==> src/sv/bridge_adc_serial_reader_avg_assert.svh <==
// Assertion macros shared by the bridge ADC reader modules.
// Needs nothing else; define ASSERT_OFF to compile the checks away.
`ifndef BRIDGE_ADC_SERIAL_READER_AVG_ASSERT_SVH
`define BRIDGE_ADC_SERIAL_READER_AVG_ASSERT_SVH

`ifndef ASSERT_OFF

// A property that must hold at every clock edge outside reset.
`define BSRA_ASSERT(label, clk, rst, prop) \
   label: assert property (@(posedge clk) disable iff (rst) (prop)) \
      else $error("assertion failed");

// A condition that, when true, must be followed by another in the same cycle.
`define BSRA_ASSERT_IMPL(label, clk, rst, ante, cons) \
   label: assert property (@(posedge clk) disable iff (rst) (ante) |-> (cons)) \
      else $error("assertion failed");

// A condition that, when true, must be followed by another in the next cycle.
`define BSRA_ASSERT_NEXT(label, clk, rst, ante, cons) \
   label: assert property (@(posedge clk) disable iff (rst) (ante) |=> (cons)) \
      else $error("assertion failed");

`else

`define BSRA_ASSERT(label, clk, rst, prop)
`define BSRA_ASSERT_IMPL(label, clk, rst, ante, cons)
`define BSRA_ASSERT_NEXT(label, clk, rst, ante, cons)

`endif

`endif

==> src/sv/bsra_pkg.sv <==
// Types and constants for the bridge ADC serial reader with averaging.
// Used by bsra_average and bridge_adc_serial_reader_avg; depends on nothing.
package bsra_pkg;

   // Number of readings folded into one average (1 to 12).
   localparam int READINGS = 6;

   localparam int WORD_W  = 24;
   localparam int SCALE_W = 18;
   localparam int SUM_W   = 21;
   localparam int COUNT_W = 4;
   localparam int GAP_W   = 24;
   localparam int BIT_W   = 5;

   localparam logic [GAP_W-1:0]  GAP_RESET = 24'h8F_FFFF;
   localparam logic [WORD_W-1:0] SIGN_FLIP = 24'h80_0000;
   localparam logic [BIT_W-1:0]  WORD_BITS = 5'd24;

   // Largest value of one reading divided by 100.
   localparam int SCALE_MAX = 167772;

   // Reading / 100 is (reading >> 2) / 25, done as a multiply by
   // ceil(2^27 / 25); exact for every 22-bit operand.
   localparam int SCALE_SHIFT = 27;
   localparam logic [22:0] SCALE_MUL = 23'(((1 << SCALE_SHIFT) + 24) / 25);

   // Sum / READINGS as a multiply by ceil(2^25 / READINGS); the rounding
   // error stays below one for any 21-bit sum and any count up to 12.
   localparam int AVG_SHIFT = 25;
   localparam int AVG_MUL_W = 26;
   localparam logic [AVG_MUL_W-1:0] AVG_MUL =
      AVG_MUL_W'(((1 << AVG_SHIFT) + READINGS - 1) / READINGS);
   localparam logic [COUNT_W-1:0] LAST_COUNT = COUNT_W'(READINGS - 1);

   // Serial sequencer states.
   typedef enum logic [5:0] {
      PH_GAP   = 6'b000001,
      PH_WAIT  = 6'b000010,
      PH_HIGH  = 6'b000100,
      PH_LOW   = 6'b001000,
      PH_XHIGH = 6'b010000,
      PH_XLOW  = 6'b100000
   } phase_type;

   // Strobes from the sequencer to the averager, already qualified by an
   // accepted beat.
   typedef struct packed {
      logic load_scale;
      logic commit;
   } avg_ctl_type;

   // Per-beat results of the averager.
   typedef struct packed {
      logic                    reading_done;
      logic [WORD_W-1:0]       reading_value;
      logic                    average_done;
      logic [SCALE_W-1:0]      average_value;
   } avg_out_type;

endpackage

==> src/sv/bsra_average.sv <==
// Scales each finished reading by 1/100, keeps the running sum and emits the
// average every READINGS readings. Depends on bsra_pkg and the assertion header.
`include "bridge_adc_serial_reader_avg_assert.svh"

module bsra_average (
   input  logic                         clock,
   input  logic                         reset,
   input  bsra_pkg::avg_ctl_type        ctl,
   input  logic [bsra_pkg::WORD_W-1:0]  word,
   output bsra_pkg::avg_out_type        result
);

   logic [bsra_pkg::WORD_W-1:0]  flipped;
   logic [44:0]                  scale_prod;
   logic [bsra_pkg::SCALE_W-1:0] scale_ff;
   logic [bsra_pkg::SCALE_W-1:0] scale_in;
   logic [bsra_pkg::SUM_W-1:0]   sum_ff;
   logic [bsra_pkg::SUM_W-1:0]   sum_in;
   logic [bsra_pkg::SUM_W-1:0]   sum_new;
   logic [bsra_pkg::COUNT_W-1:0] count_ff;
   logic [bsra_pkg::COUNT_W-1:0] count_in;
   logic [bsra_pkg::SUM_W+bsra_pkg::AVG_MUL_W-1:0] avg_prod;
   logic                         last_one;

   // Offset-binary reading and its scaled value, taken on the last clock-high tick.
   assign flipped    = word ^ bsra_pkg::SIGN_FLIP;
   assign scale_prod = 45'(flipped[bsra_pkg::WORD_W-1:2]) * 45'(bsra_pkg::SCALE_MUL);
   assign scale_in   = ctl.load_scale
                       ? scale_prod[bsra_pkg::SCALE_SHIFT+bsra_pkg::SCALE_W-1:
                                    bsra_pkg::SCALE_SHIFT]
                       : scale_ff;

   always_ff @(posedge clock) begin
      scale_ff <= scale_in;
   end

   // Sum update and the divide by READINGS on the committing beat.
   assign sum_new  = sum_ff + bsra_pkg::SUM_W'(scale_ff);
   assign last_one = (count_ff >= bsra_pkg::LAST_COUNT);
   assign avg_prod = (bsra_pkg::SUM_W+bsra_pkg::AVG_MUL_W)'(sum_new)
                     * (bsra_pkg::SUM_W+bsra_pkg::AVG_MUL_W)'(bsra_pkg::AVG_MUL);

   always_comb begin
      sum_in   = sum_ff;
      count_in = count_ff;
      if (ctl.commit) begin
         if (last_one) begin
            sum_in   = '0;
            count_in = '0;
         end else begin
            sum_in   = sum_new;
            count_in = count_ff + 1'b1;
         end
      end
   end

   always_ff @(posedge clock) begin
      if (reset) begin
         sum_ff   <= '0;
         count_ff <= '0;
      end else begin
         sum_ff   <= sum_in;
         count_ff <= count_in;
      end
   end

   // Results are zero on beats that finish nothing.
   always_comb begin
      result.reading_done  = ctl.commit;
      result.reading_value = ctl.commit ? flipped : '0;
      result.average_done  = ctl.commit && last_one;
      result.average_value = (ctl.commit && last_one)
                             ? avg_prod[bsra_pkg::AVG_SHIFT+bsra_pkg::SCALE_W-1:
                                        bsra_pkg::AVG_SHIFT]
                             : '0;
   end

   // The count wraps before it reaches READINGS.
   `BSRA_ASSERT(a_count_bound, clock, reset, count_ff < bsra_pkg::COUNT_W'(bsra_pkg::READINGS))
   // The sum never holds more than READINGS-1 scaled readings.
   `BSRA_ASSERT(a_sum_bound, clock, reset, sum_ff <= bsra_pkg::SUM_W'((bsra_pkg::READINGS - 1) * bsra_pkg::SCALE_MAX))
   // Emitting an average restarts the sum and the count.
   `BSRA_ASSERT_NEXT(a_restart, clock, reset, ctl.commit && last_one, sum_ff == '0 && count_ff == '0)

endmodule

==> src/sv/bridge_adc_serial_reader_avg.sv <==
// Top level of the tick-level bridge ADC serial reader with averaging.
// Depends on bsra_pkg, bsra_average and the assertion header.
//
//  channel | dir | handshake            | content
//  --------+-----+----------------------+-------------------------------------------
//  req     | in  | req_tvalid/tready    | one tick: sampled data-out level
//  rsp     | out | rsp_tvalid/tready    | one tick: clock level, reading, average
//  csr     | in  | csr_valid/ready      | gap_ticks write, always ready
//
// Every accepted req beat yields exactly one rsp beat, in the following cycle; a new
// beat is taken every cycle while the output register is empty or being drained.
// The only multiplies (reading/100 and sum/READINGS) sit on different ticks of
// the serial sequence; reading/100 feeds the scale register, sum/READINGS the
// output register. Reset is synchronous and active high; gap_ticks returns to
// 0x8FFFFF. A stalled rsp holds its beat and blocks req until it is taken.
`include "bridge_adc_serial_reader_avg_assert.svh"

module bridge_adc_serial_reader_avg (
   input  logic        clock,
   input  logic        reset,
   input  logic        req_tvalid,
   output logic        req_tready,
   input  logic [7:0]  req_tdata,   // [0] dout_level, [7:1] zero
   output logic        rsp_tvalid,
   input  logic        rsp_tready,
   output logic [47:0] rsp_tdata,   // [0] sck_level, [24:1] reading_value,
                                    // [42:25] average_value, [47:43] zero
   output logic [1:0]  rsp_tuser,   // [0] reading_done, [1] average_done
   input  logic        csr_valid,
   output logic        csr_ready,
   input  logic [23:0] csr_data     // gap_ticks
);

   logic                        accept;
   logic                        dout;
   logic [bsra_pkg::GAP_W-1:0]  gap_ticks_ff;
   bsra_pkg::phase_type         phase_ff;
   bsra_pkg::phase_type         phase_in;
   logic [bsra_pkg::GAP_W-1:0]  gap_count_ff;
   logic [bsra_pkg::GAP_W-1:0]  gap_count_in;
   logic [bsra_pkg::BIT_W-1:0]  bit_count_ff;
   logic [bsra_pkg::BIT_W-1:0]  bit_count_in;
   logic [bsra_pkg::WORD_W-1:0] shift_ff;
   logic [bsra_pkg::WORD_W-1:0] shift_in;
   logic                        sck;
   logic                        wait_now;
   bsra_pkg::avg_ctl_type       step_ctl;
   bsra_pkg::avg_ctl_type       avg_ctl;
   bsra_pkg::avg_out_type       avg_out;
   logic                        rsp_valid_ff;
   logic [47:0]                 rsp_data_ff;
   logic [1:0]                  rsp_user_ff;

   assign accept = req_tvalid && req_tready;
   assign dout   = req_tdata[0];

   // Configuration register, writable at any time.
   assign csr_ready = 1'b1;

   always_ff @(posedge clock) begin
      if (reset) begin
         gap_ticks_ff <= bsra_pkg::GAP_RESET;
      end else if (csr_valid) begin
         gap_ticks_ff <= csr_data;
      end
   end

   // Serial sequencer: next state for one tick.
   always_comb begin
      phase_in     = phase_ff;
      gap_count_in = gap_count_ff;
      bit_count_in = bit_count_ff;
      shift_in     = shift_ff;
      sck          = 1'b0;
      wait_now     = 1'b0;
      step_ctl     = '0;
      case (phase_ff)
         bsra_pkg::PH_WAIT: begin
            wait_now = 1'b1;
         end
         bsra_pkg::PH_HIGH: begin
            sck      = 1'b1;
            phase_in = bsra_pkg::PH_LOW;
         end
         bsra_pkg::PH_LOW: begin
            shift_in     = {shift_ff[bsra_pkg::WORD_W-2:0], dout};
            bit_count_in = bit_count_ff + 1'b1;
            phase_in     = (bit_count_in >= bsra_pkg::WORD_BITS)
                           ? bsra_pkg::PH_XHIGH : bsra_pkg::PH_HIGH;
         end
         bsra_pkg::PH_XHIGH: begin
            sck                 = 1'b1;
            step_ctl.load_scale = 1'b1;
            phase_in            = bsra_pkg::PH_XLOW;
         end
         bsra_pkg::PH_XLOW: begin
            step_ctl.commit = 1'b1;
            gap_count_in    = '0;
            phase_in        = bsra_pkg::PH_GAP;
         end
         default: begin
            // Gap wait, also taken for any code outside the state set.
            if (gap_count_ff < gap_ticks_ff) begin
               gap_count_in = gap_count_ff + 1'b1;
               phase_in     = bsra_pkg::PH_GAP;
            end else begin
               gap_count_in = '0;
               wait_now     = 1'b1;
            end
         end
      endcase

      // Waiting for data-out low; the gap end falls through to here as well.
      if (wait_now) begin
         if (!dout) begin
            bit_count_in = '0;
            shift_in     = '0;
            phase_in     = bsra_pkg::PH_HIGH;
         end else begin
            phase_in     = bsra_pkg::PH_WAIT;
         end
      end
   end

   always_ff @(posedge clock) begin
      if (reset) begin
         phase_ff     <= bsra_pkg::PH_GAP;
         gap_count_ff <= '0;
         bit_count_ff <= '0;
         shift_ff     <= '0;
      end else if (accept) begin
         phase_ff     <= phase_in;
         gap_count_ff <= gap_count_in;
         bit_count_ff <= bit_count_in;
         shift_ff     <= shift_in;
      end
   end

   // Scaling, summing and averaging.
   assign avg_ctl.load_scale = step_ctl.load_scale && accept;
   assign avg_ctl.commit     = step_ctl.commit && accept;

   bsra_average u_average (
      .clock  (clock),
      .reset  (reset),
      .ctl    (avg_ctl),
      .word   (shift_ff),
      .result (avg_out)
   );

   // Output register; it drains and refills in the same cycle.
   assign req_tready = !rsp_valid_ff || rsp_tready;

   always_ff @(posedge clock) begin
      if (reset) begin
         rsp_valid_ff <= 1'b0;
      end else if (req_tready) begin
         rsp_valid_ff <= req_tvalid;
      end
   end

   always_ff @(posedge clock) begin
      if (accept) begin
         rsp_data_ff <= {5'd0, avg_out.average_value, avg_out.reading_value, sck};
         rsp_user_ff <= {avg_out.average_done, avg_out.reading_done};
      end
   end

   assign rsp_tvalid = rsp_valid_ff;
   assign rsp_tdata  = rsp_data_ff;
   assign rsp_tuser  = rsp_user_ff;

   // A finished reading is reported on a clock-low tick.
   `BSRA_ASSERT_IMPL(a_done_sck_low, clock, reset, rsp_tvalid && rsp_tuser[0], !rsp_tdata[0])
   // An average only comes with a finished reading.
   `BSRA_ASSERT_IMPL(a_avg_with_reading, clock, reset, rsp_tvalid && rsp_tuser[1], rsp_tuser[0])
   // Every accepted clock-high tick of a data bit is followed by its low tick.
   `BSRA_ASSERT_NEXT(a_high_then_low, clock, reset, accept && phase_ff == bsra_pkg::PH_HIGH, phase_ff == bsra_pkg::PH_LOW)
   // The bit counter never passes the word length.
   `BSRA_ASSERT(a_bit_bound, clock, reset, bit_count_ff <= bsra_pkg::WORD_BITS)

endmodule
==> config.mk <==
export PLATFORM = sky130hd
export DESIGN_NAME = bridge_adc_serial_reader_avg
export DESIGN_NICKNAME = d
export VERILOG_FILES = /design/src/sv/bsra_pkg.sv /design/src/sv/bsra_average.sv /design/src/sv/bridge_adc_serial_reader_avg.sv
export VERILOG_INCLUDE_DIRS = /design/src /design/src/sv
export SDC_FILE = /design/constraint.sdc
export NUM_CORES = 1
export LEC_CHECK = 0
export ABC_AREA = 1
export BUFFER_PORTS_ARGS = -buffer_cell sky130_fd_sc_hd__buf_2
export CAP_MARGIN = 25
export CORE_MARGIN = 2
export CORE_UTILIZATION = 40
export DETAILED_ROUTE_END_ITERATION = 7
export SLEW_MARGIN = 20
export SYNTH_ARGS = -nofsm -noshare
export SYNTH_HDL_FRONTEND = slang
export SYNTH_SLANG_ARGS = --single-unit
export TNS_END_PERCENT = 1
==> constraint.sdc <==
create_clock -name clock -period 7.6 [get_ports clock]
set_input_delay 1.52 -clock clock [delete_from_list [all_inputs] [get_ports clock]]
set_output_delay 1.52 -clock clock [all_outputs]
set_load 0.05 [all_outputs]
Yosys cells after proc, flatten, opt, wreduce, memory -nomap -nowiden

Cells that the tools add are included.

Flip-flop bits (word level): 172
Input bits: 37
Output and inout bits: 53
Word-level logic and storage cells: 62

$add $sub $neg: 4
Multiply operators: 2
Order comparisons: 3
Equal/unequal tests: 6
Multiplexer cells: 20
Bitwise gates (word level): 2
Reductions and logical operators: 12

Operators by type and width:

| cell                     | number |
|---|---|
| $mux W24                 | 4 |
| $pmux W24 S2             | 1 |
| $mul A22 B22 Y44 const B | 1 |
| $mul A21 B22 Y42 const B | 1 |
| $pmux W6 S5              | 1 |
| $add A24 B1 Y24 const B  | 1 |
| $lt A24 B24 Y1           | 1 |
| $add A21 B18 Y21         | 1 |
| $mux W21                 | 1 |
| $mux W5                  | 4 |
| $mux W6                  | 2 |
| $reduce_or A4 Y1         | 2 |
| $eq A6 B2 Y1 const B     | 1 |
| $eq A6 B3 Y1 const B     | 1 |
| $eq A6 B4 Y1 const B     | 1 |
| $eq A6 B5 Y1 const B     | 1 |
| $eq A6 B6 Y1 const B     | 1 |
| $reduce_bool A6 Y1       | 1 |
| $add A5 B1 Y5 const B    | 1 |
| $ge A5 B5 Y1 const B     | 1 |
| $add A4 B1 Y4 const B    | 1 |
| $ge A4 B3 Y1 const B     | 1 |
| $logic_and A1 B1 Y1      | 4 |
| $mux W1                  | 4 |
| other kinds (10)         | 11 |

Longest topological paths before layout

Gate-level depths: netlist (run 1).

Word-level depth: 5
Gate-level depth with buffers: 39
Depth with buffers taken out: 39

By module

A second synthesis (run 1) with hierarchy kept.

Cell total of the unflattened synthesis: 3105
Area, all modules: 25338.1 µm²

Modules (own cells, without submodules):

| module                       | instances | cells each | area an instance (µm²) | seq. area each (µm²) |
|---|---|---|---|---|
| bsra_average                 | 1         | 2456       | 19598.8                | 1041.0 |
| bridge_adc_serial_reader_avg | 1         | 649        | 5739.3                 | 3032.9 |

Worst setup path after synthesis (run 1)

OpenSTA, ideal clock, no wires.

Path type: register to register
Start point: register u_average.sum_ff[0] (netlist name)
End point: register rsp_data_ff[42] (netlist: rsp_tdata[42]), data pin
Library setup time: 0.255 ns
Arrival time: 6.563 ns
Data required time: 7.345 ns
Setup slack: 0.782 ns
Cell stages (with the launch flop): 35
Cells stage by stage: dfxtp_1 -> ha_1 -> inv_1 -> fa_1 -> inv_1 -> nand3_1 -> nand2_1 -> nand2_1 -> nand2_1 -> nand2_1 -> nand2_1 -> xor2_1 -> ha_1 -> inv_1 -> fa_1 -> fa_1 -> inv_1 -> fa_1 -> inv_1 -> fa_1 -> inv_1 -> fa_1 -> inv_1 -> fa_1 -> inv_1 -> ha_1 -> nand2_1 -> nor2_1 -> nand2_1 -> inv_1 -> nand3_1 -> nor3b_1 -> nor2_1 -> a21oi_1 -> nor2_1

Cells in the longest elaborated chain, start to end: 2

Ends and longest elaborated chain:

| what                   | RTL line                            | text |
|---|---|---|
| from (decl)            | bsra_average.sv:17                  | `logic [bsra_pkg::SUM_W-1:0] sum_ff;` |
| from (signal assigned) | bsra_average.sv:62                  | `sum_ff <= sum_in;` |
| $add A21 B18 Y21       | bsra_average.sv:38                  | `assign sum_new = sum_ff + bsra_pkg::SUM_W'(scale_ff);` |
| $mul A21 B22 Y42       | bsra_average.sv:41                  | `* (bsra_pkg::SUM_W+bsra_pkg::AVG_MUL_W)'(bsra_pkg::AVG_MUL);` |
| to (signal assigned)   | bridge_adc_serial_reader_avg.sv:164 | `rsp_data_ff <= {5'd0, avg_out.average_value, avg_out.reading_value, sck};` |
| to (decl)              | bridge_adc_serial_reader_avg.sv:51  | `logic [47:0] rsp_data_ff;` |

Every way passes these cells.
A chain may end at the register's enable or synchronous reset.

Worst setup path in the final report (run 1)

Same ends and word-level chain as after synthesis.

==> results of run 1 <==
## through the flow
step           area [sq um]  worst slack, ns  power [W]  cells
2_1_floorplan         25170           0.7819   0.001119   3024
3_3_place_gp          26660           0.1476   0.001158   3932
3_5_place_dp          26660          0.06272   0.001160   3932
4_1_cts               27240          0.04268   0.002034   3964
5_1_grt               27410         -0.04723   0.002075   3966
6_report              27410           0.3504   0.002010   3966
## repair_timing
| action | CTS | global route |
|---|---|---|
| gates resized for setup | 0 | 42 |
| setup buffers | 0 | 2 |
| setup endpoints to repair | 0 | 18 |
## worst paths after layout
check,start,to,slack [ns]
min reg2reg,gap_ticks_ff[0],gap_ticks_ff[0],0.46
max reg2reg,u_average.sum_ff[0],rsp_tdata[42],0.35
max,u_average.sum_ff[0],rsp_tdata[42],0.35
min,gap_ticks_ff[0],gap_ticks_ff[0],0.46
## power groups by stage
stage                     clock (W)  combinational [W]  sequential, W
after floorplan                   0          0.0000753        0.00104
after global placement            0           0.000153        0.00100
after detailed placement          0           0.000154        0.00101
after CTS                  0.000894           0.000155       0.000984
after global routing       0.000920           0.000169       0.000987
final                      0.000873           0.000153       0.000984
## synth_stat cells, types with 2 or more instances
cell type / n
nand3_1: 77
nand4_1: 31
o221ai_1: 3
buf_1: 4
clkbuf_1: 21
a31oi_1: 16
nand2_2: 15
nand3_4: 2
and3_1: 2
o21bai_1: 13
xor2_1: 39
conb_1: 2
a21boi_0: 6
xnor2_1: 12
buf_4: 8
edfxtp_1: 63
o21ai_0: 120
nor2_2: 2
buf_2: 5
a21oi_2: 10
dfxtp_1: 109
o211ai_1: 30
o21ai_1: 2
inv_2: 5
nand2_1: 452
nor2_1: 255
a21o_1: 9
nor3_1: 26
nor2_4: 5
and2_1: 3
a21oi_1: 220
nand3b_1: 4
o21a_1: 7
buf_6: 3
ha_1: 450
or2_2: 3
inv_1: 663
fa_1: 300
nor4_1: 11
## layer usage
layer | vias to the layer above | GRT usage, % | part of all wire [%]
li1 | 9825 | - | -
met1 | 9332 | 28.61 | 47
met2 | 398 | 33.82 | 46
met3 | 64 | 2.592 | 4.3
met4 | 0 | 5.380 | 2.3
met5 | - | 0 | 0
## tightest hold or removal path, delay by kind of cell, from the launching register on
family	cells	cell delay, ns
AND/OR/NAND/NOR	2	0.10
flip-flops	1	0.33
## cells by family after synthesis
logic type	count (synthesis)	share of synthesized area (%)
compound gates	440	9.732
xor+xnor	53	1.950
fa+ha+maj	750	46.25
buf+inv	710	10.83
flops	172	16.19
other cells	2	0.02985
simple gates	893	15.01
## flip-flops by register name, summed over array words and instances (netlist names)
register and flops:
bit_count_ff 5, gap_count_ff 24, gap_ticks_ff 24, phase_ff 6
rsp_tdata 43, rsp_tuser 2, rsp_tvalid 1, shift_ff 24
u_average.count_ff 4, u_average.scale_ff 18, u_average.sum_ff 21
## area by class of cell
type	instances	area (sq um)	share of cell area, %
clock buffer	20	467.9	1.707
multi-input combinational	2142	18540	67.63
timing repair buffer	114	668.1	2.438
inverter	669	2512	9.166
clock inverter	12	103.9	0.3789
tap	837	1047	3.821
sequential	172	4074	14.86
==> impl_metrics.yaml, run 1 <==
routing:
  drt_iter0_drc: 1050
  vias: 19620
  drt-vias-per-instance: 4.947
  drcViolationCount: 0
  first_pass_iters: 5
  ant_nets: 0
  avgRoutedWirePerCell_um: 16.18
  wl_um: 64180
logic_synthesis:
  ys_top_cells_by_area: "fa_1 (24%), ha_1 (22%), inv_1 (9.9%)"
  syn_inst: 3020
  synthArstFlopShare_pct: 0
  synth_ff_type: "dfxtp_1"
  ys_ff_latch: 172
  ys_seq_area_share_pct: 16.19
  synth_area_sq_um: 25160
  avgSynthCellArea_sq_um: 8.331
  synth_top_area_cell: "fa_1"
  synth_top_cell_area_share_pct: 23.87
  synth_edf_count: 63
  ys_types: 51
  yosysWarnings: 0
place:
  place.gp.congestion: 0.9343
  dp_hpwl_um: 54850
  numPortBuffers: 76
clocking:
  clk-insertion-delay-late_ns: 0.48
  clock_tree.buffer_depth: 2
  hold_buffers: 0
  path_clk_slew_ns: 0.07
  h-tree-depth: 4
  cts-root-buf: "clkbuf_16"
  cts_tree: "yes"
  clock_sinks: 172
  numCtsBuffers: 17
global_route:
  grt_max_degree: 62
  grt_pass1_vias: 19800
  grt_usage_pct: 20.58
  grt_pass1_wl_um: 104300
  antenna_found_initial: 1
  grt-ovfl-total: 0
timing:
  fin_hold_ws_ns: 0.4632
  finalCriticalPeriod_ns: 7.250
  fmax_ghz: 0.1379
  fin_tns_setup_ns: 0
  finClkSkew_ns: 0.02389
  rsz0062_at_grt: "yes"
  worstMarginPinSlew_ns: 0.8015
  drv_slew: 0
  max_slew_margin_pct: 46.57
  final-hold-violation-count: 0
  finalSetupViolCount: 0
  period_share_pct: 95.39
status:
  outcome: "complete, no violations"
worst_hold_path:
  hold_depth: 2
  min_path_type: "flip-flop to flip-flop"
worst_setup_path:
  worstSetupPathType: "flip-flop to flip-flop"
  cp-end-kind: "flip-flop"
  critPathLaunchType: "flip-flop"
  crit_arrival_ns: 7.46
  path_delay_family: "adder cells"
  crit_cells: 35
  crit_fanout: 4
  slowest_stage: "fa_2"
  worst-path-buf-inv: 8
  crit_top_cell: "nand2_1"
  critPathRequiredTime_ns: 7.81
  ff2ff_path_depth: 35
  cpPeakStageDelay_ns: 0.66
job:
  drv_cap: 0
pwr:
  ir_worst_vdd_mv: 0.1225
  p_leak_nw: 14.58
  combPwrFrac_pct: 7.6
  switching_share_pct: 27.11
  p_clk_share_pct: 43.4
  seqPwrFrac_pct: 49.0
  p_per_area_nw_per_um2: 73.32
  p_sw_w: 0.0005449
  internal_power_w: 0.001465
floorplanning:
  core_sq_um: 61940
  io_pins: 90
  die_w_um: 254.8
  start_util_pct: 40.62
  dieArea_sq_um: 64920
  die-height_um: 254.8
  fp-row-count: 91
cells_and_area:
  antenna_cells: 0
  nets: 3903
  mostFrequentLayoutCells: "inv_1 (662), nand2_1 (449), ha_1 (439), fa_1 (296), nor2_1 (249)"
  utilization_pct: 44.25
  nFillCells: 6258
  drive_gt1_share_pct: 7.415
  syn_to_final_growth_pct: 8.947
  final_common_cell: "inv_1"
Note: power is estimated with default switching activity, not from simulation.
==> run 2, diff against run 1 <==
--- a/config.mk
+++ b/config.mk
@@ -12,6 +12,7 @@
 export CORE_MARGIN = 2
 export CORE_UTILIZATION = 40
 export DETAILED_ROUTE_END_ITERATION = 7
+export SETUP_SLACK_MARGIN = 0.4
 export SLEW_MARGIN = 20
 export SYNTH_ARGS = -nofsm -noshare
 export SYNTH_HDL_FRONTEND = slang
==> run 2 against run 1 <==
- utilization up 0.90 points
- combinational power about the same
- cell area up 2.0%
- die area unchanged
- worst setup slack better by 0.32 ns
- sequential share of layout area down 0.29 points
- sequential power about the same
- flip-flop and latch count unchanged
- non-clock buffer count up 14
- critical path type unchanged
- critical endpoint is now rsp_tdata[35]
- largest cell class unchanged
==> impl_metrics.yaml, run 2 (synthesis gave the netlist of run 1 again) <==
status:
  outcome: "complete, no violations"
timing:
  finalSetupViolCount: 0
  drv_slew: 0
  rsz0062_at_grt: "yes"
  period_share_pct: 91.13
  final-hold-violation-count: 0
  fin_tns_setup_ns: 0
  finClkSkew_ns: 0.02357
  finalCriticalPeriod_ns: 6.926
  max_slew_margin_pct: 46.30
  worstMarginPinSlew_ns: 0.8056
  fmax_ghz: 0.1444
pwr:
  p_leak_nw: 14.67
  ir_worst_vdd_mv: 0.1230
  p_clk_share_pct: 43.4
  seqPwrFrac_pct: 48.9
  switching_share_pct: 27.13
  internal_power_w: 0.001465
  p_per_area_nw_per_um2: 71.88
  combPwrFrac_pct: 7.6
  p_sw_w: 0.0005455
cells_and_area:
  nets: 3917
  utilization_pct: 45.15
  final_common_cell: "inv_1"
  largest_reg_flops: 43
  antenna_cells: 0
  drive_gt1_share_pct: 10.31
  syn_to_final_growth_pct: 11.16
  fin_cells: 3980
  mostFrequentLayoutCells: "inv_1 (656), nand2_1 (432), ha_1 (422), fa_1 (290), nor2_1 (237)"
  design_area_sq_um: 27970
clocking:
  cts_tree: "yes"
  h-tree-depth: 4
  path_clk_slew_ns: 0.07
  clock_sinks: 172
  clock_tree.buffer_depth: 2
  cts-root-buf: "clkbuf_16"
  numCtsBuffers: 17
  clk-insertion-delay-late_ns: 0.48
global_route:
  grt_pass1_wl_um: 104400
  antenna_found_initial: 1
  grt_pass1_vias: 19830
  grt-ovfl-total: 0
  grt_usage_pct: 20.60
  grt_max_degree: 62
routing:
  drt_iter0_drc: 955
  first_pass_iters: 6
  wl_um: 64810
  drcViolationCount: 0
  avgRoutedWirePerCell_um: 16.28
  ant_nets: 0
  drt-vias-per-instance: 4.960
  vias: 19740
floorplanning:
  die-height_um: 254.8
  core_sq_um: 61940
  fp-row-count: 91
  start_util_pct: 40.62
  dieArea_sq_um: 64920
  io_pins: 90
  die_w_um: 254.8
worst_hold_path:
  min_path_type: "flip-flop to flip-flop"
  worstHoldStart: "gap_ticks_ff[0]"
worst_setup_path:
  reg2reg_from: "u_average.scale_ff[0]"
  worstSetupPathType: "flip-flop to flip-flop"
  slowest_stage: "fa_1"
  crit_arrival_ns: 7.13
  cpPeakStageDelay_ns: 0.55
  cp-end-kind: "flip-flop"
  critPathLaunchType: "flip-flop"
  crit_fanout: 4
  crit_top_cell: "inv_1"
  critPathRequiredTime_ns: 7.81
  setup.worst_path.start: "u_average.scale_ff[0]"
place:
  place.gp.congestion: 0.9343
  numPortBuffers: 76
  dp_hpwl_um: 54850
  place_area_sq_um: 26660
  dp_cells: 3932
job:
  drv_cap: 0
==> run 2: cell types whose count changed in the layout (fill, tap and decap cells not counted), sizes merged <==
cell / before / now
buf: 114 / 128
==> run 2: cell type report <==
| cell class | count | area, sq um |
|---|---|---|
| Sequential cell | 172 | 4075 |
| Fill cell | 6192 | 33970 |
| Clock inverter | 12 | 103.9 |
| Clock buffer | 20 | 467.9 |
| Inverter | 669 | 2512 |
| Tap cell | 837 | 1047 |
| Timing Repair Buffer | 128 | 777.0 |
| Multi-Input combinational cell | 2142 | 18980 |
==> run 2: path summary, 6_finish.rpt <==
check / endpoint / slack, ns / cells after the start
worst max-delay path: rsp_tdata[35] / 0.67 / 33
worst min-delay path: gap_ticks_ff[0] / 0.46 / 2
worst max register to register: rsp_tdata[35] / 0.67 / 33
worst min register to register: gap_ticks_ff[0] / 0.46 / 2
==> run 2: layer usage <==
metal | vias to the layer above | part of all wire (%) | global-route usage [%]
li1 | 9858 | - | -
met1 | 9396 | 47 | 28.62
met2 | 414 | 46 | 33.84
met3 | 73 | 4.4 | 2.582
met4 | 0 | 2.4 | 5.447
met5 | - | 0 | 0
==> run 2: worst max-delay path, delay by kind of cell, from the launching register on <==
kind                       cells  cell delay [ns]
buffers and inverters          5             0.39
and+or+nand+nor               13             1.40
AOI/OAI and AO/OA              5             0.85
DFF                            1             0.38
adders and majority gates     10             3.66
==> run 2: per-stage QoR <==
step / worst slack (ns) / total power (W) / hold WS (ns)
6_report: 0.6740 / 0.002010 / 0.4633
5_1_grt: 0.3470 / 0.002075 / 0.4911
3_5_place_dp: 0.06272 / 0.001160 / 0.4507
3_3_place_gp: 0.1476 / 0.001158 / 0.4459
4_1_cts: 0.3484 / 0.002034 / 0.4680
2_1_floorplan: 0.7819 / 0.001119 / 0.4292
==> run 2: power by group through the flow <==
stage	Combinational (W)	Clock (W)	Sequential [W]
floorplan	0.0000753	0	0.00104
global placement	0.000153	0	0.00100
detailed placement	0.000154	0	0.00101
CTS	0.000155	0.000894	0.000984
global route	0.000169	0.000920	0.000987
finish	0.000153	0.000873	0.000984
==> run 2: repair_timing <==
item | 4_1_cts | 5_1_grt
hold buffers | 0 | 0
setup buffers | 2 | 14
pin swaps | 2 | 38
setup endpoints to repair | 18 | 18
resized for setup | 20 | 126
hold endpoints to repair | 0 | 0
==> run 3, diff against run 2 <==
--- a/config.mk
+++ b/config.mk
@@ -12,6 +12,7 @@
 export CORE_MARGIN = 2
 export CORE_UTILIZATION = 40
 export DETAILED_ROUTE_END_ITERATION = 7
+export HOLD_SLACK_MARGIN = 0.06
 export SETUP_SLACK_MARGIN = 0.4
 export SLEW_MARGIN = 20
 export SYNTH_ARGS = -nofsm -noshare
==> constraint.sdc (replaced) <==
create_clock -name clock -period 5.77 [get_ports clock]
set_input_delay 1.154 -clock clock [delete_from_list [all_inputs] [get_ports clock]]
set_output_delay 1.154 -clock clock [all_outputs]
set_load 0.05 [all_outputs]
==> run 3 against run 2 <==
- the run now ends with setup timing left
- via count is 5.9% higher
- clock power is 36% higher
- sequential power is 31% higher
- maximum frequency is 3.0% higher
- critical endpoint is now rsp_tdata[42]
- largest cell class unchanged
- highest routed layer unchanged
- flip-flop and latch count stayed put
- count of clock-buffer cells in the layout is 2 lower
- global-route usage is 1.0 points higher
==> impl_metrics.yaml, run 3 (synthesis gave the netlist of run 1 again) <==
status:
  outcome: "finished with violations"
  failed_checks: "setup timing"
worst_setup_path:
  regToRegSetupSlack_ns: -0.95
  critPathRequiredTime_ns: 6.00
  crit_fanout: 4
  worstSetupPathType: "flip-flop to flip-flop"
  crit_arrival_ns: 6.95
  cp-end-kind: "flip-flop"
  cpPeakStageDelay_ns: 0.57
  r2r-end: "rsp_tdata[42]"
  ff2ff_path_depth: 30
  reg2reg_from: "u_average.scale_ff[4]"
  slowest_stage: "fa_1"
  crit_top_cell: "fa_1"
  critPathLaunchType: "flip-flop"
pwr:
  ir_worst_vdd_mv: 0.1430
  p_leak_nw: 16.51
  p_total_w: 0.002690
  p_per_area_nw_per_um2: 83.94
cells_and_area:
  nets: 4271
  utilization_pct: 51.74
  drive_gt1_share_pct: 25.99
  design_area_sq_um: 32050
  final_common_cell: "inv_1"
  multi_input_area_sq_um: 20290
  largest_reg_flops: 43
  register_area_sq_um: 4101
  mostFrequentLayoutCells: "inv_1 (637), nand2_1 (400), buf_4 (392), ha_1 (371), fa_1 (281)"
  syn_to_final_growth_pct: 27.37
  antenna_cells: 0
  nFillCells: 5898
worst_hold_path:
  worstHoldStart: "u_average.count_ff[3]"
  hold_depth: 2
  hold_end: "u_average.count_ff[3]"
  min_path_type: "flip-flop to flip-flop"
timing:
  drv_slew: 0
  finClkSkew_ns: 0.01422
  finalSetupViolCount: 18
  finalCriticalPeriod_ns: 6.722
  period_share_pct: 116.5
  max_slew_margin_pct: 32.49
  worstMarginPinSlew_ns: 1.013
  fmax_ghz: 0.1488
  fin_tns_setup_ns: -15.99
  rsz0062_at_grt: "yes"
  final-hold-violation-count: 0
  setup_ws_ns: -0.9519
place:
  place.gp.congestion: 0.9289
  place_area_sq_um: 29380
  dp_hpwl_um: 58280
  numPortBuffers: 76
routing:
  drt_iter0_drc: 1028
  vias: 20910
  wl_um: 68200
  avgRoutedWirePerCell_um: 15.74
  drt-vias-per-instance: 4.825
  ant_nets: 0
  first_pass_iters: 5
  drcViolationCount: 0
clocking:
  h-tree-depth: 4
  clk-insertion-delay-late_ns: 0.47
  clock_tree.buffer_depth: 2
  clock_sinks: 172
  path_clk_slew_ns: 0.08
  numCtsBuffers: 17
  cts-root-buf: "clkbuf_16"
  hold_buffers: 0
  cts_tree: "yes"
global_route:
  grt_pass1_wl_um: 110500
  grt-ovfl-total: 0
  grt_pass1_vias: 21330
  grt_max_degree: 77
  grt_usage_pct: 21.63
  antenna_found_initial: 1
floorplanning:
  die-height_um: 254.8
  fp-row-count: 91
  io_pins: 90
  dieArea_sq_um: 64920
  die_w_um: 254.8
  core_sq_um: 61940
  start_util_pct: 40.62
job:
  drv_cap: 0
run 3: cell count changes in the layout (fill, tap and decap cells not counted), moves of 24 or more:
| cell | delta |
|---|---|
| nor2_1 | -39 |
| o21ai_0 | -24 |
| buf_4 | +340 |
| nand2_1 | -32 |
| nor2_2 | +31 |
| ha_4 | +49 |
| a21oi_1 | -24 |
| ha_1 | -51 |
run 3: worst max path at each step:
stage,startpoint,to,cells past startpoint
after CTS,u_average.scale_ff[1],rsp_tdata[37],34
after floorplan,u_average.scale_ff[0],rsp_tdata[42],33
final,u_average.scale_ff[4],rsp_tdata[42],30
after detailed placement,u_average.scale_ff[0],rsp_tdata[37],35
after global placement,u_average.scale_ff[0],rsp_tdata[37],35
after global routing,u_average.scale_ff[4],rsp_tdata[36],32
run 3: layout make-up:
class                           count  share of cell area, %
Sequential cell                   172                  12.80
Multi-Input combinational cell   2142                  63.33
Timing Repair Buffer              482                  10.92
Clock inverter                     14                 0.4412
Inverter                          669                  7.840
Tap cell                          837                  3.268
Clock buffer                       18                  1.406
run 3: repair_timing:
action | in CTS | in global routing
gates cloned | 0 | 0
pin swaps | 121 | 92
resized for setup | 276 | 125
buffers inserted | 19 | 11
endpoints found under the setup margin | 36 | 36
run 3: worst max-delay path: cells and delay by family (launching register included):
| kind | cells | cell delay [ns] |
|---|---|---|
| DFF | 1 | 0.43 |
| adders and majority gates | 9 | 4.00 |
| buffers and inverters | 6 | 0.40 |
| xor gates and xnor gates | 1 | 0.22 |
| and+or+nand+nor | 11 | 1.02 |
| AOI/OAI and AO/OA | 3 | 0.39 |
run 3: routing by layer:
| layer | global-route usage (%) | wire (um) | up-vias | part of all wire (%) |
|---|---|---|---|---|
| li1 | - | - | 10560 | - |
| met1 | 29.76 | 31950 | 9935 | 47 |
| met2 | 36.24 | 32120 | 345 | 47 |
| met3 | 2.266 | 2630 | 70 | 3.9 |
| met4 | 5.714 | 1493 | 0 | 2.2 |
| met5 | 0 | 0 | - | 0 |
run 3: power breakdown:
| part | switching, W | internal (W) |
|---|---|---|
| sequential | 0.0000124 | 0.00128 |
| combinational | 0.000156 | 0.0000513 |
| clock | 0.000587 | 0.000602 |
run 3: per-stage QoR:
step	hold slack (ns)	setup WS [ns]	instances
after global routing	0.4870	-1.223	4334
after CTS	0.4674	-0.8836	4323
after global placement	0.4451	-1.170	4272
after floorplan	0.4292	-0.6490	3024
final	0.4669	-0.9519	4334
after detailed placement	0.4521	-1.220	4272
